==> src/rtl/layer_norm_column_core_assert.svh <==
// assertion macros for the column normalizer
`ifndef LAYER_NORM_COLUMN_CORE_ASSERT_SVH
`define LAYER_NORM_COLUMN_CORE_ASSERT_SVH

`define LNC_ASSERT_IMPL(lbl, clk, rst_n, ante, cons) \
    lbl: assert property (@(posedge clk) disable iff (!rst_n) (ante) |-> (cons)) \
        else $error("lnc assertion failed");

`define LNC_ASSERT_NEXT(lbl, clk, rst_n, ante, cons) \
    lbl: assert property (@(posedge clk) disable iff (!rst_n) (ante) |=> (cons)) \
        else $error("lnc assertion failed");

`endif

==> src/rtl/lnc_pkg.sv <==
package lnc_pkg;

    typedef struct packed {
        logic signed [15:0] sample;
        logic               last;
    } t_in_beat;

    typedef struct packed {
        logic signed [15:0] normalized;
        logic signed [15:0] column_mean;
        logic [31:0]        column_variance;
        logic [15:0]        column_std;
        logic               last_out;
    } t_out_beat;

    typedef enum logic [3:0] {
        ST_LOAD,
        ST_MEAN,
        ST_VAR_RD,
        ST_VAR_ACC,
        ST_VAR_DIV,
        ST_SQRT,
        ST_OUT_RD,
        ST_OUT_DIV,
        ST_OUT_EMIT
    } t_state;

    typedef struct packed {
        logic load;
        logic mean_start;
        logic var_clear;
        logic var_rd;
        logic var_acc;
        logic vdiv_start;
        logic sqrt_start;
        logic out_rd;
        logic odiv_start;
        logic emit;
        logic col_done;
    } t_cmd;

    typedef struct packed {
        logic div_done;
        logic sqrt_done;
        logic rd_last;
        logic col_end;
    } t_status;

endpackage

==> src/rtl/lnc_div.sv <==
module lnc_div import lnc_pkg::*; #(
    parameter int W = 48
) (
    input  logic         i_clk,
    input  logic         i_rst_n,
    input  logic         i_start,
    input  logic [W-1:0] i_num,
    input  logic [W-1:0] i_den,
    output logic [W-1:0] o_quot,
    output logic         o_done
);
    localparam int CW = $clog2(W + 1);

    logic [W-1:0]  r_quot, n_quot;
    logic [W-1:0]  r_rem, n_rem;
    logic [W-1:0]  r_den;
    logic [CW-1:0] r_cnt, n_cnt;
    logic          r_busy, n_busy;
    logic          r_done, n_done;
    logic [W:0]    w_trial;

    always_comb begin
        w_trial = {r_rem, r_quot[W-1]} - {1'b0, r_den};
        n_quot  = r_quot;
        n_rem   = r_rem;
        n_cnt   = r_cnt;
        n_busy  = r_busy;
        n_done  = 1'b0;
        if (i_start) begin
            n_quot = i_num;
            n_rem  = '0;
            n_cnt  = CW'(W);
            n_busy = 1'b1;
        end else if (r_busy) begin
            if (!w_trial[W]) begin
                n_rem  = w_trial[W-1:0];
                n_quot = {r_quot[W-2:0], 1'b1};
            end else begin
                n_rem  = {r_rem[W-2:0], r_quot[W-1]};
                n_quot = {r_quot[W-2:0], 1'b0};
            end
            n_cnt = r_cnt - 1'b1;
            if (r_cnt == CW'(1)) begin
                n_busy = 1'b0;
                n_done = 1'b1;
            end
        end
    end

    always_ff @(posedge i_clk) begin
        if (!i_rst_n) begin
            r_busy <= 1'b0;
            r_done <= 1'b0;
            r_cnt  <= '0;
        end else begin
            r_busy <= n_busy;
            r_done <= n_done;
            r_cnt  <= n_cnt;
        end
        r_quot <= n_quot;
        r_rem  <= n_rem;
        if (i_start) begin
            r_den <= i_den;
        end
    end

    assign o_quot = r_quot;
    assign o_done = r_done;

endmodule

==> src/rtl/lnc_sqrt.sv <==
module lnc_sqrt import lnc_pkg::*; (
    input  logic        i_clk,
    input  logic        i_rst_n,
    input  logic        i_start,
    input  logic [31:0] i_val,
    output logic [15:0] o_root,
    output logic        o_done
);
    logic [31:0] r_rem, n_rem;
    logic [31:0] r_root, n_root;
    logic [31:0] r_bit, n_bit;
    logic        r_busy, n_busy;
    logic        r_done, n_done;
    logic [32:0] w_sum;

    always_comb begin
        w_sum  = {1'b0, r_root} + {1'b0, r_bit};
        n_rem  = r_rem;
        n_root = r_root;
        n_bit  = r_bit;
        n_busy = r_busy;
        n_done = 1'b0;
        if (i_start) begin
            n_rem  = i_val;
            n_root = '0;
            n_bit  = 32'h4000_0000;
            n_busy = 1'b1;
        end else if (r_busy) begin
            if ({1'b0, r_rem} >= w_sum) begin
                n_rem  = r_rem - w_sum[31:0];
                n_root = (r_root >> 1) + r_bit;
            end else begin
                n_root = r_root >> 1;
            end
            n_bit = r_bit >> 2;
            if (r_bit == 32'h1) begin
                n_busy = 1'b0;
                n_done = 1'b1;
            end
        end
    end

    always_ff @(posedge i_clk) begin
        if (!i_rst_n) begin
            r_busy <= 1'b0;
            r_done <= 1'b0;
        end else begin
            r_busy <= n_busy;
            r_done <= n_done;
        end
        r_rem  <= n_rem;
        r_root <= n_root;
        r_bit  <= n_bit;
    end

    assign o_root = r_root[15:0];
    assign o_done = r_done;

endmodule

==> src/rtl/lnc_datapath.sv <==
module lnc_datapath import lnc_pkg::*; #(
    parameter int MAX_LEN = 64
) (
    input  logic      i_clk,
    input  logic      i_rst_n,
    input  t_cmd      i_cmd,
    input  t_in_beat  i_in,
    output t_status   o_status,
    output t_out_beat o_out,
    output logic      o_valid
);
    localparam int AW = (MAX_LEN > 1) ? $clog2(MAX_LEN) : 1;
    localparam int CW = $clog2(MAX_LEN + 1);
    localparam int SW = 16 + CW;
    localparam int DW = 48;

    logic [15:0]        r_mem [MAX_LEN];
    logic [15:0]        r_rd_data;
    logic [CW-1:0]      r_count;
    logic [AW-1:0]      r_rd_addr;
    logic signed [SW-1:0] r_sum;
    logic signed [15:0] r_mean;
    logic [31:0]        r_var;
    logic [15:0]        r_std;
    logic [47:0]        r_sq;
    logic               r_neg;
    logic               r_rd_last;
    logic               r_last_tag;
    t_out_beat          r_out;
    logic               r_valid;

    logic [DW-1:0] w_div_num, w_div_den, w_quot;
    logic          w_div_start, w_div_done;
    logic [15:0]   w_root;
    logic          w_sqrt_done;
    logic [SW-1:0] w_abs_sum;
    logic signed [17:0] w_d;
    logic [35:0]   w_sqd;
    logic [17:0]   w_abs_d;
    logic [DW-1:0] w_scaled;
    logic [DW-1:0] w_q;

    assign w_abs_sum = r_sum[SW-1] ? SW'(-r_sum) : SW'(r_sum);
    assign w_d       = 18'(signed'(r_rd_data)) - 18'(r_mean);
    assign w_sqd     = 36'(w_d * w_d);
    assign w_abs_d   = w_d[17] ? 18'(-w_d) : 18'(w_d);
    assign w_scaled  = DW'({w_abs_d, 12'd0});

    always_comb begin
        w_div_start = i_cmd.mean_start | i_cmd.vdiv_start | i_cmd.odiv_start;
        w_div_num   = r_sq;
        w_div_den   = DW'(r_count);
        if (i_cmd.mean_start) begin
            w_div_num = DW'(w_abs_sum);
        end else if (i_cmd.odiv_start) begin
            w_div_num = w_scaled;
            w_div_den = DW'(r_std);
        end
    end

    lnc_div #(.W(DW)) u_div (
        .i_clk   (i_clk),
        .i_rst_n (i_rst_n),
        .i_start (w_div_start),
        .i_num   (w_div_num),
        .i_den   (w_div_den),
        .o_quot  (w_quot),
        .o_done  (w_div_done)
    );

    lnc_sqrt u_sqrt (
        .i_clk   (i_clk),
        .i_rst_n (i_rst_n),
        .i_start (i_cmd.sqrt_start),
        .i_val   (w_quot[31:0]),
        .o_root  (w_root),
        .o_done  (w_sqrt_done)
    );

    always_comb begin
        w_q = w_quot;
        if (r_std == 16'd0) begin
            w_q = '0;
        end else if (r_neg) begin
            w_q = (w_quot > DW'(32768)) ? DW'(32768) : w_quot;
            w_q = DW'(-w_q);
        end else if (w_quot > DW'(32767)) begin
            w_q = DW'(32767);
        end
    end

    always_ff @(posedge i_clk) begin
        if (i_cmd.load) begin
            r_mem[r_count[AW-1:0]] <= i_in.sample;
        end
        if (i_cmd.var_rd || i_cmd.out_rd) begin
            r_rd_data  <= r_mem[r_rd_addr];
            r_rd_last  <= (CW'(r_rd_addr) == r_count - 1'b1);
        end
    end

    always_ff @(posedge i_clk) begin
        if (!i_rst_n) begin
            r_count  <= '0;
            r_sum    <= '0;
            r_mean   <= '0;
            r_var    <= '0;
            r_std    <= '0;
            r_valid  <= 1'b0;
            r_rd_addr <= '0;
        end else begin
            r_valid <= i_cmd.emit;
            if (i_cmd.load) begin
                r_count <= r_count + 1'b1;
                r_sum   <= r_sum + SW'(i_in.sample);
            end
            if (i_cmd.mean_start || i_cmd.var_clear) begin
                r_rd_addr <= '0;
            end
            if (i_cmd.var_clear) begin
                r_mean <= r_sum[SW-1] ? 16'(-w_quot) : w_quot[15:0];
            end
            if (i_cmd.var_rd || i_cmd.out_rd) begin
                r_rd_addr <= r_rd_addr + 1'b1;
            end
            if (i_cmd.vdiv_start) begin
                r_rd_addr <= '0;
            end
            if (i_cmd.sqrt_start) begin
                r_var <= w_quot[31:0];
            end
            if (w_sqrt_done) begin
                r_std <= w_root;
            end
            if (i_cmd.col_done) begin
                r_count <= '0;
                r_sum   <= '0;
            end
        end
    end

    always_ff @(posedge i_clk) begin
        if (i_cmd.var_clear) begin
            r_sq <= '0;
        end else if (i_cmd.var_acc) begin
            r_sq <= r_sq + 48'(w_sqd);
        end
        if (i_cmd.odiv_start) begin
            r_neg      <= w_d[17];
            r_last_tag <= r_rd_last;
        end
        if (i_cmd.emit) begin
            r_out.normalized      <= w_q[15:0];
            r_out.column_mean     <= r_mean;
            r_out.column_variance <= r_var;
            r_out.column_std      <= r_std;
            r_out.last_out        <= r_last_tag;
        end
    end

    assign o_status.div_done  = w_div_done;
    assign o_status.sqrt_done = w_sqrt_done;
    assign o_status.rd_last   = r_rd_last;
    assign o_status.col_end   = i_in.last || (r_count == CW'(MAX_LEN - 1));
    assign o_out   = r_out;
    assign o_valid = r_valid;

endmodule

==> src/rtl/lnc_ctrl.sv <==
module lnc_ctrl import lnc_pkg::*; (
    input  logic    i_clk,
    input  logic    i_rst_n,
    input  logic    i_start,
    input  t_status i_status,
    output t_cmd    o_cmd,
    output logic    o_busy
);
`include "layer_norm_column_core_assert.svh"

    t_state r_state, n_state;

    always_ff @(posedge i_clk) begin
        if (!i_rst_n) begin
            r_state <= ST_LOAD;
        end else begin
            r_state <= n_state;
        end
    end

    always_comb begin
        n_state = r_state;
        o_cmd   = '0;
        o_busy  = (r_state != ST_LOAD);
        case (r_state)
            ST_LOAD: begin
                if (i_start) begin
                    o_cmd.load = 1'b1;
                    if (i_status.col_end) begin
                        n_state = ST_MEAN;
                    end
                end
            end
            ST_MEAN: begin
                o_cmd.mean_start = 1'b1;
                n_state = ST_VAR_DIV;
            end
            ST_VAR_DIV: begin
                if (i_status.div_done) begin
                    o_cmd.var_clear = 1'b1;
                    n_state = ST_VAR_RD;
                end
            end
            ST_VAR_RD: begin
                o_cmd.var_rd = 1'b1;
                n_state = ST_VAR_ACC;
            end
            ST_VAR_ACC: begin
                o_cmd.var_acc = 1'b1;
                if (i_status.rd_last) begin
                    n_state = ST_SQRT;
                end else begin
                    o_cmd.var_rd = 1'b1;
                end
            end
            ST_SQRT: begin
                if (!i_status.sqrt_done) begin
                    o_cmd.vdiv_start = 1'b1;
                    n_state = ST_OUT_RD;
                end
            end
            ST_OUT_RD: begin
                if (i_status.div_done) begin
                    o_cmd.sqrt_start = 1'b1;
                end
                if (i_status.sqrt_done) begin
                    o_cmd.out_rd = 1'b1;
                    n_state = ST_OUT_DIV;
                end
            end
            ST_OUT_DIV: begin
                o_cmd.odiv_start = 1'b1;
                n_state = ST_OUT_EMIT;
            end
            ST_OUT_EMIT: begin
                if (i_status.div_done) begin
                    o_cmd.emit = 1'b1;
                    if (i_status.rd_last) begin
                        o_cmd.col_done = 1'b1;
                        n_state = ST_LOAD;
                    end else begin
                        o_cmd.out_rd = 1'b1;
                        n_state = ST_OUT_DIV;
                    end
                end
            end
            default: begin
                n_state = ST_LOAD;
            end
        endcase
    end

    `LNC_ASSERT_IMPL(a_load_only_idle, i_clk, i_rst_n, o_cmd.load, r_state == ST_LOAD)
    `LNC_ASSERT_NEXT(a_emit_then_idle, i_clk, i_rst_n, o_cmd.col_done, !o_busy)
    `LNC_ASSERT_IMPL(a_emit_on_done, i_clk, i_rst_n, o_cmd.emit, i_status.div_done)

endmodule

==> src/rtl/layer_norm_column_core.sv <==
// Column layer normalizer. Samples are taken one beat per cycle while busy is low;
// a beat with last set (or the MAX_LEN-th beat) ends the column and raises busy.
// The mean takes one serial divide, the variance one memory pass over the
// column and another serial divide, the root one serial square root, and
// each result one serial divide. Results leave one beat per o_valid pulse and
// the receiver cannot stall them; busy is already low in the cycle the final
// beat is on o_valid.
module layer_norm_column_core import lnc_pkg::*; #(
    parameter int MAX_LEN = 64
) (
    input  logic      i_clk,
    input  logic      i_rst_n,
    input  logic      start,
    output logic      busy,
    input  t_in_beat  i_in,
    output t_out_beat o_out,
    output logic      o_valid
);
    t_cmd    w_cmd;
    t_status w_status;

    lnc_ctrl u_ctrl (
        .i_clk    (i_clk),
        .i_rst_n  (i_rst_n),
        .i_start  (start),
        .i_status (w_status),
        .o_cmd    (w_cmd),
        .o_busy   (busy)
    );

    lnc_datapath #(.MAX_LEN(MAX_LEN)) u_dp (
        .i_clk    (i_clk),
        .i_rst_n  (i_rst_n),
        .i_cmd    (w_cmd),
        .i_in     (i_in),
        .o_status (w_status),
        .o_out    (o_out),
        .o_valid  (o_valid)
    );

endmodule
==> config.mk <==
export PLATFORM = sky130hd
export DESIGN_NAME = layer_norm_column_core
export DESIGN_NICKNAME = d
export VERILOG_FILES = /design/src/rtl/lnc_pkg.sv /design/src/rtl/lnc_div.sv /design/src/rtl/lnc_sqrt.sv /design/src/rtl/lnc_datapath.sv /design/src/rtl/lnc_ctrl.sv /design/src/rtl/layer_norm_column_core.sv
export VERILOG_INCLUDE_DIRS = /design/src /design/src/rtl
export SDC_FILE = /design/constraint.sdc
export NUM_CORES = 2
export LEC_CHECK = 0
export BUFFER_PORTS_ARGS = -buffer_cell sky130_fd_sc_hd__buf_4
export CAP_MARGIN = 20
export CORE_MARGIN = 5
export CORE_UTILIZATION = 36
export DETAILED_ROUTE_END_ITERATION = 16
export SLEW_MARGIN = 20
export SYNTH_ARGS = -nofsm -noshare
export SYNTH_HDL_FRONTEND = slang
export SYNTH_SLANG_ARGS = --single-unit
==> constraint.sdc <==
create_clock -name i_clk -period 19.3 [get_ports i_clk]
set_input_delay 1.93 -clock i_clk [delete_from_list [all_inputs] [get_ports i_clk]]
set_output_delay 1.93 -clock i_clk [all_outputs]
set_load 0.02 [all_outputs]
==> results.md <==
Outcome:
- The flow ran to the end, and the final reports show no timing, DRC or antenna violations.

Synth:
- The biggest area contributor in the post-synthesis netlist is edfxtp_1.
- The cell count after synthesis is 5626.
- The most common flop cell mapped by yosys is edfxtp_1.
- By area the synthesized netlist is led by edfxtp_1, mux4_2, fa_1.
- The number of synthesized flops with an enable pin is 1220.
- In this run the mean area of a mapped cell was 13.44 µm².
- Synthesis inferred roughly 1500 register bits.
- Synthesis produced a netlist with a net count of slightly above 6000.
- Sequential elements use 55.29% of the synthesized area.
- Of all flip-flops after synthesis, the portion carrying an async set or reset was 0%.
- The proportion of netlist area held by the largest area contributor is 48.43%.
- The number of different library cells used by synthesis comes to 80.
- The number of warnings printed during yosys synthesis is 0.
- The post-synthesis cell area is 75640 µm².

GRT:
- The first global-routing pass estimated about 290000 µm of wire.
- The number of global-route vias before repair is 45864.
- The global-route congestion overflow total is 0.
- The initial antenna violation count is 5.
- Entering global routing, the biggest net connects 83 pins.
- Global routing used 17.08% of the available tracks.

Detailed routing:
- In this run the remaining antenna-violating nets after routing total 0.
- In the routed layout, each cell is associated on average with a via count of ~5.3.
- After detailed routing, the number of remaining DRC violations is 0.
- The final wirelength is 189100 µm.
- Dividing the detail-routed wire length by the instance count gives 21.79 µm.
- In this run, the number of DRC markers left after iteration 0 of detailed routing was 3907.
- For this run, the detailed router's first-pass iteration total came to 6.
- The count of vias placed by the detailed router is 46209.

STA:
- The final number of hold-violating endpoints is 0.
- The final count of pins violating max slew is 0.
- Setup violations remaining at the end of the flow were counted as 0.
- The normalized max-slew margin is 28.26%.
- The share of the clock period used by the worst path after layout is 61.84%.
- After layout, the minimum clock period comes to between 10 and 15 ns.
- For the pin with the worst max-slew slack, the measured transition is 1.075 ns.
- Setup repair after global routing left no endpoint under its margin.
- Summed over all failing endpoints, the final setup total negative slack is 0 ns.
- The final worst clock skew is 0.04152 ns.
- Derived from the worst setup path, the maximum achievable clock frequency is 83.78 MHz.

Die:
- The floorplan step set the die width to 468.4 µm.
- The row count is 168.
- In this run the count of I/O pins placed on the die edge is 103.
- The die height is 468.4 µm.
- The core area is ~210000 µm².
- The die area is 219400 µm².
- The initial core utilization is 36.13%.

Clock tree:
- The depth of the CTS H-tree is 4.
- In this run, CTS created clock tree buffers numbering 149.
- The number of buffers on the longest clock path is 3.
- The TritonCTS clock tree is done.
- The root buffer cell chosen for the clock tree is clkbuf_16.
- The insertion delay of the later-clocked pin in the worst-skew pair is about 0.80 ns.
- The number of hold buffers added after CTS was 0.
- For this design, the sink count on the clock tree is 1479.
- Post-CTS repair changed the size of 0 cells.
- Buffers added to address setup during post-CTS repair amount to 0.
- The register clock-pin slew on the reported worst setup and hold paths is 0.06 ns.

Placed design:
- The number of port buffers is 102.
- The placed wire-length estimate is 127500 µm.
- The final weighted congestion of routability-driven global placement is 0.8946.

Setup path:
- The reg-to-reg endpoint is u_dp.r_sq[38].
- The arrival time at the worst endpoint is around 13 ns.
- The launching instance or port of the critical path is u_dp.r_mean[9].
- The worst setup path is launched from a register.
- Data on the critical path is required at its endpoint by 19.92 ns.
- The worst setup slack for register-to-register paths is around 7.4 ns.
- The largest stage delay on the critical path is 0.75 ns.
- In this run the worst path has a maximum fanout of 28.
- The worst register-to-register path begins at u_dp.r_mean[9].
- The critical path ends at u_dp.r_sq[38].
- The worst setup path is captured at a register.
- The worst register-to-register path has a depth of 40.
- The cell with the biggest individual delay on the critical path is a221oi_1.
- Counting stages on the worst path, the most repeated cell is fa_1.
- The critical path is of the register to register type.

Final layout:
- The number of inserted filler cells in the final layout is 19434.
- The net count of the finished layout is 6302.
- From synthesis to final layout, the design area changed by 12.10%.
- Of the cells placed in the final design, the portion with a size suffix greater than 1 is 14.05%.

Min path:
- The number of cells traversed by the worst hold path is 0.
- The worst hold path class is register to register.
- The start point of the worst hold path is u_dp.r_var[26].

Run:
- Max-cap violations in this run came to 0.
## flip-flops by register name, indices dropped and copies added (netlist names), 23 cells and up
signal,flops
u_dp.o_out,81
u_dp.r_var,32
u_dp.r_sum,23
u_dp.u_div.r_rem,48
u_dp.u_div.o_quot,48
u_dp.r_mem,1024
u_dp.r_sq,48
u_dp.u_sqrt.r_root,32
u_dp.u_sqrt.r_rem,32
## cells in the final DEF, fill, tap and decap left out, types with 32 or more instances in the layout
master,netlist,final
a31oi_1,37,37
inv_1,442,440
nor4_1,36,36
a21oi_1,272,272
fa_1,274,274
mux4_2,336,336
o21a_1,33,33
dfxtp_1,259,253
clkbuf_16,0,153
buf_4,2,224
mux2i_1,62,62
nor2b_1,55,55
nor2_1,400,398
ha_1,257,257
nand2_1,494,493
a21o_1,78,78
clkinv_1,5,32
or3_1,32,32
edfxtp_1,1220,1220
xnor2_1,173,173
xor2_1,121,121
a211oi_1,58,58
o21ai_0,199,198
nor3_1,83,82
nand3_1,53,53
a21boi_0,37,37
clkbuf_1,197,33
## worst max-delay path: cells and delay by family (launching register included)
kind | cells | cell delay [ns]
AOI/OAI and AO/OA | 18 | 5.16
adders and majority gates | 9 | 4.09
and+or+nand+nor | 6 | 1.04
buffers and inverters | 5 | 0.76
DFF | 1 | 0.36
xor gates and xnor gates | 2 | 0.35
## worst min path at each step
stage                     end  slack, ns
2_1_floorplan   u_dp.o_out[0]       0.40
3_3_place_gp    u_dp.o_out[0]       0.41
3_5_place_dp   u_dp.o_out[43]       0.42
4_1_cts        u_dp.o_out[43]       0.43
5_1_grt        u_dp.o_out[39]       0.44
6_report       u_dp.o_out[43]       0.43
## area by class of cell
cell class / count / area, µm² / area share, %
sequential: 1479 / 41840 / 49.34
multi-input combinational: 3450 / 31240 / 36.84
antenna: 2 / 5.005 / 0.005902
timing repair buffer: 224 / 1682 / 1.983
clock buffer: 188 / 3980 / 4.694
tap: 2805 / 3510 / 4.139
clock inverter: 83 / 859.6 / 1.014
inverter: 447 / 1679 / 1.980
## logic make-up after synthesis
group	after synthesis	synth area share (%)
compound gates	911	7.637
xor+xnor	294	3.404
fa+ha+maj	531	11.50
buf+inv	697	3.489
flops	1479	55.29
mux	399	10.84
simple gates	1315	7.837
## stage by stage
step | hold WS [ns] | worst slack [ns] | utilization [%] | instances | area (µm²)
5_1_grt | 0.4441 | 6.598 | 40.50 | 8676 | 84790
4_1_cts | 0.4331 | 7.433 | 40.50 | 8676 | 84780
2_1_floorplan | 0.4003 | 8.909 | - | 5626 | 75640
3_3_place_gp | 0.4096 | 7.727 | 38.18 | 8405 | 79940
3_5_place_dp | 0.4192 | 7.494 | 38.18 | 8405 | 79940
6_report | 0.4298 | 7.365 | 40.50 | 8678 | 84790
## synth_stat cells (all sizes together), types with 58 or more instances
library cell,n
a211oi,58
mux4,336
xor2,121
mux2i,62
nor2,401
a21o,78
o21ai,200
a21oi,272
fa,274
dfxtp,259
ha,257
edfxtp,1220
nand2,494
nor3,83
xnor2,173
inv,442
clkbuf,197
## layer usage
metal | GRT usage (%) | part of all wire, % | vias up
met5 | 0 | 0.011 | -
met1 | 24.42 | 45 | 23612
met3 | 2.852 | 6.3 | 236
li1 | - | - | 20962
met2 | 27.21 | 47 | 1397
met4 | 4.451 | 2.3 | 2
Power is not shown: default switching activity piles up to over one toggle a cycle in this logic, so the estimate is an artifact.
